<file path="config.mk">
export PLATFORM = sky130hd
export DESIGN_NAME = nsf_ram
export DESIGN_NICKNAME = d
export VERILOG_FILES = /design/src/sv/nsf_ram.sv
export SDC_FILE = /design/constraint.sdc
export NUM_CORES = 2
export LEC_CHECK = 0
export BUFFER_PORTS_ARGS = -buffer_cell sky130_fd_sc_hd__buf_2
export CORE_AREA = 2 2 727 548
export CTS_BUF_LIST = sky130_fd_sc_hd__clkbuf_8
export DETAILED_ROUTE_END_ITERATION = 8
export DIE_AREA = 0 0 729 550
export REMOVE_ABC_BUFFERS = 1
export SETUP_SLACK_MARGIN = 0.02
export SYNTH_ARGS = -nofsm -noshare
export SYNTH_HDL_FRONTEND = slang
export SYNTH_SLANG_ARGS = --single-unit
</file>
<file path="constraint.sdc">
create_clock -name clk_i -period 7.47 [get_ports clk_i]
set_input_delay 0.747 -clock clk_i [delete_from_list [all_inputs] [get_ports clk_i]]
set_output_delay 0.747 -clock clk_i [all_outputs]
set_load 0.03 [all_outputs]
</file>
<file path="src/sv/nsf_ram.sv">
// Generic single-port-write, single-port-read RAM with registered read data.
// No package dependencies.
module nsf_ram #(
  parameter int WIDTH = 64,
  parameter int DEPTH = 64
) (
  input  logic                                  clk_i,
  input  logic                                  wr_en_i,
  input  logic [(DEPTH > 1 ? $clog2(DEPTH) : 1)-1:0] wr_addr_i,
  input  logic [WIDTH-1:0]                      wr_data_i,
  input  logic                                  rd_en_i,
  input  logic [(DEPTH > 1 ? $clog2(DEPTH) : 1)-1:0] rd_addr_i,
  output logic [WIDTH-1:0]                      rd_data_o
);

  logic [WIDTH-1:0] mem_q [DEPTH];

  always_ff @(posedge clk_i) begin
    if (wr_en_i) begin
      mem_q[wr_addr_i] <= wr_data_i;
    end
    if (rd_en_i) begin
      rd_data_o <= mem_q[rd_addr_i];
    end
  end

endmodule

</file>
==> run metrics <==
Worst-Margin Slew between 1 and 1.5 ns; core area 394,000 sq um; postcts setup bufs 0; multiplexer area fraction after synthesis 0.156; worst-skew pair later-pin latency roughly 1.1 ns; Max Fclk between 200 and 300 MHz; drt wl/cell 34.1 um; Initial DRC Count roughly 11,000; Worst Path Arrival roughly 4.3 ns; CP max FO 57; crit path launch type primary input; Clock Path Buffers 4; CTS Buf Count 612; largest net degree at the start of global routing ~120; flops & latches, synth about 4,200; max_cap viols 0; CTS resizes 0; initial antenna violation count 40; Top FF cell, synth edfxtp_1; Hold WS 0.263 ns; capture point of the worst reg-to-reg path rd_data_o[54]; hold path depth 1; CP Capture Type register; leading area contributor after synthesis edfxtp_1; DRC viols 0; Final Cycle Share 0.486; CTS tree done; PwrDens 256 nW/um^2; vias in the first global route roughly 77,000; grt ovf 0; post-synthesis adder-cell area fraction 0; total number of vias 77,300; drt via density between 5 and 6; Async SR Flop Fraction 0; Setup WS pre-CTS 2.94 ns; Post-synth EDFFs 4,160; post-layout util 0.446; Final Skew ~0.090 ns; Setup Viol. Count Final 0; synth top area cells edfxtp_1 80%, mux4_2 15%, mux2i_1 0.86%; Final ANT Viol Nets 0; largest family of logic cells by synthesized area multiplexers; Slew HR 0.0268; worst setup path class in2reg; die footprint approximately 400,000 sq um; Post-synth top cells 4,160 x edfxtp_1, 1,024 x mux4_2, 170 x buf_2, 168 x a22oi_1, 140 x clkbuf_1; FF-to-FF path depth 5; chip height 550 um; clock sink count between 4,000 and 5,000; syn_area_per_cell around 24 sq um; Fin. Hold Viols 0; outcome finished, final reports clean; XOR/XNOR Fraction of Synth Area 0; top cell type's share of synthesized area 0.796; compound-cell area share of the yosys netlist 0.0247; htree depth 6; CP required roughly 8 ns; Hold WC Path Type in2reg; DIE WIDTH between 700 and 800 um; Worst Hold End rd_data_o[12]; fin crit period about 3.6 ns; Final Max Tran Viols 0; Port Buffer Count approximately 140; Worst Hold Launch rd_en_i; flop-to-flop setup slack approximately 4.7 ns; r2r startpoint mem_q[63][54]; Seq/Total Area, Yosys 0.796; I/O pin cnt about 140; Placer Congestion between 0.8 and 0.9; clock root buffer clkbuf_8; row cnt 200; Total GRT Usage 0.216; final wirelength 440 mm; HPWL after DPL roughly 230 mm; simple-gate share of the synthesized area 0.0123; Layout Nets 7,286; proportion of layout cells with a drive suffix above 1 0.290; RSZ-0062 raised after global routing no; Leakage approximately 55 nW; Post-Syn Area 157,000 sq um; Post-CTS Hold Buffers 0; drt pass-1 iters 5; area grow syn2layout 12.0%; first-pass GRT wire length between 600 and 700 mm; cell count after synthesis approximately 6,600; Cell variety after synth 32; PnR worst setup slack 3.84 ns; Initial Utilization 0.398; Worst IR Drop VDD about 0.16 mV; yosys warns 0; Setup TNS 0 ns; top-count cell post-synth edfxtp_1; Worst-path clk slew around 0.06 ns
==> worst max-delay path by stage <==
| stage | startpoint | to | slack [ns] | depth (start not counted) |
|---|---|---|---|---|
| 3_5_place_dp | rd_addr_i[0] | rd_data_o[54] | 2.94 | 8 |
| 4_1_cts | rd_addr_i[0] | rd_data_o[54] | 4.01 | 8 |
| 6_report | rd_addr_i[0] | rd_data_o[54] | 3.84 | 8 |
| 3_3_place_gp | rd_addr_i[0] | rd_data_o[54] | 2.90 | 8 |
| 2_1_floorplan | wr_addr_i[4] | mem_q[48][0] | 1.42 | 3 |
| 5_1_grt | rd_addr_i[0] | rd_data_o[54] | 3.86 | 8 |
==> flip-flops by register name (all words and copies together) (netlist names) <==
name,cells
mem_q,4096
rd_data_o,64
==> layout make-up <==
cell class | count | area, sq um
clock buffer | 625 | 8600
inverter | 19 | 71.3
timing repair buffer | 365 | 2740
tap | 5252 | 6570
clock inverter | 407 | 2030
antenna | 22 | 55.1
fill | 32800 | 218000
multi-input combinational | 2049 | 30800
sequential | 4160 | 125000
==> per-layer routing <==
| metal | track usage | share of wire |
|---|---|---|
| met2 | 0.320 | 0.45 |
| met3 | 0.0438 | 0.10 |
| met4 | 0.0587 | 0.026 |
| met1 | 0.327 | 0.42 |
| met5 | 0.00117 | 0.00044 |
==> worst max-delay path, cell delays in order <==
cell,delay (ns)
buf_12,0.28
buf_4,0.51
buf_4,0.39
mux4_2,0.30
mux2i_1,0.08
o22ai_1,0.43
a31oi_1,0.21
a211oi_1,0.99
==> layout by cell type, fill, tap and decap left out, types with 22 or more instances in the layout <==
| cell type | instances |
|---|---|
| nand2_1 | 56 |
| or3_1 | 29 |
| clkbuf_8 | 625 |
| inv_1 | 208 |
| buf_2 | 138 |
| buf_4 | 198 |
| nor2b_1 | 24 |
| nor2_4 | 65 |
| diode_2 | 22 |
| clkinv_2 | 40 |
| clkinv_1 | 128 |
| or2_2 | 28 |
| a22oi_1 | 168 |
| o221ai_1 | 38 |
| and3_1 | 64 |
| a211oi_1 | 63 |
| buf_12 | 26 |
| a22o_1 | 88 |
| nand3_1 | 45 |
| mux2i_1 | 135 |
| nor2_1 | 47 |
| mux4_2 | 1024 |
| a41oi_1 | 26 |
| o22ai_1 | 83 |
| edfxtp_1 | 4160 |
==> cells by family (layout without fill, tap and decap cells) <==
| logic type | after synthesis | in the layout |
|---|---|---|
| buffers and inverters | 389 | 1416 |
| other | 0 | 22 |
| AO/OA/AOI/OAI | 504 | 504 |
| flip-flops | 4160 | 4160 |
| AND/OR/NAND/NOR | 386 | 386 |
| multiplexers | 1159 | 1159 |
==> power breakdown <==
part | internal, mW | switching (mW)
sequential | 25.9 | 0.0788
combinational | 0.791 | 1.50
clock | 8.05 | 8.69
total | 34.7 | 10.3
==> stage by stage <==
stage	cell area, sq um	total power, mW	instances
global placement	165000	28.7	11800
global route	176000	46.4	12900
CTS	176000	45.3	12900
floorplan	155000	27.4	6228
finish	176000	45.0	12900
detailed placement	165000	28.8	11800
Power figures use the tool's default switching activity.
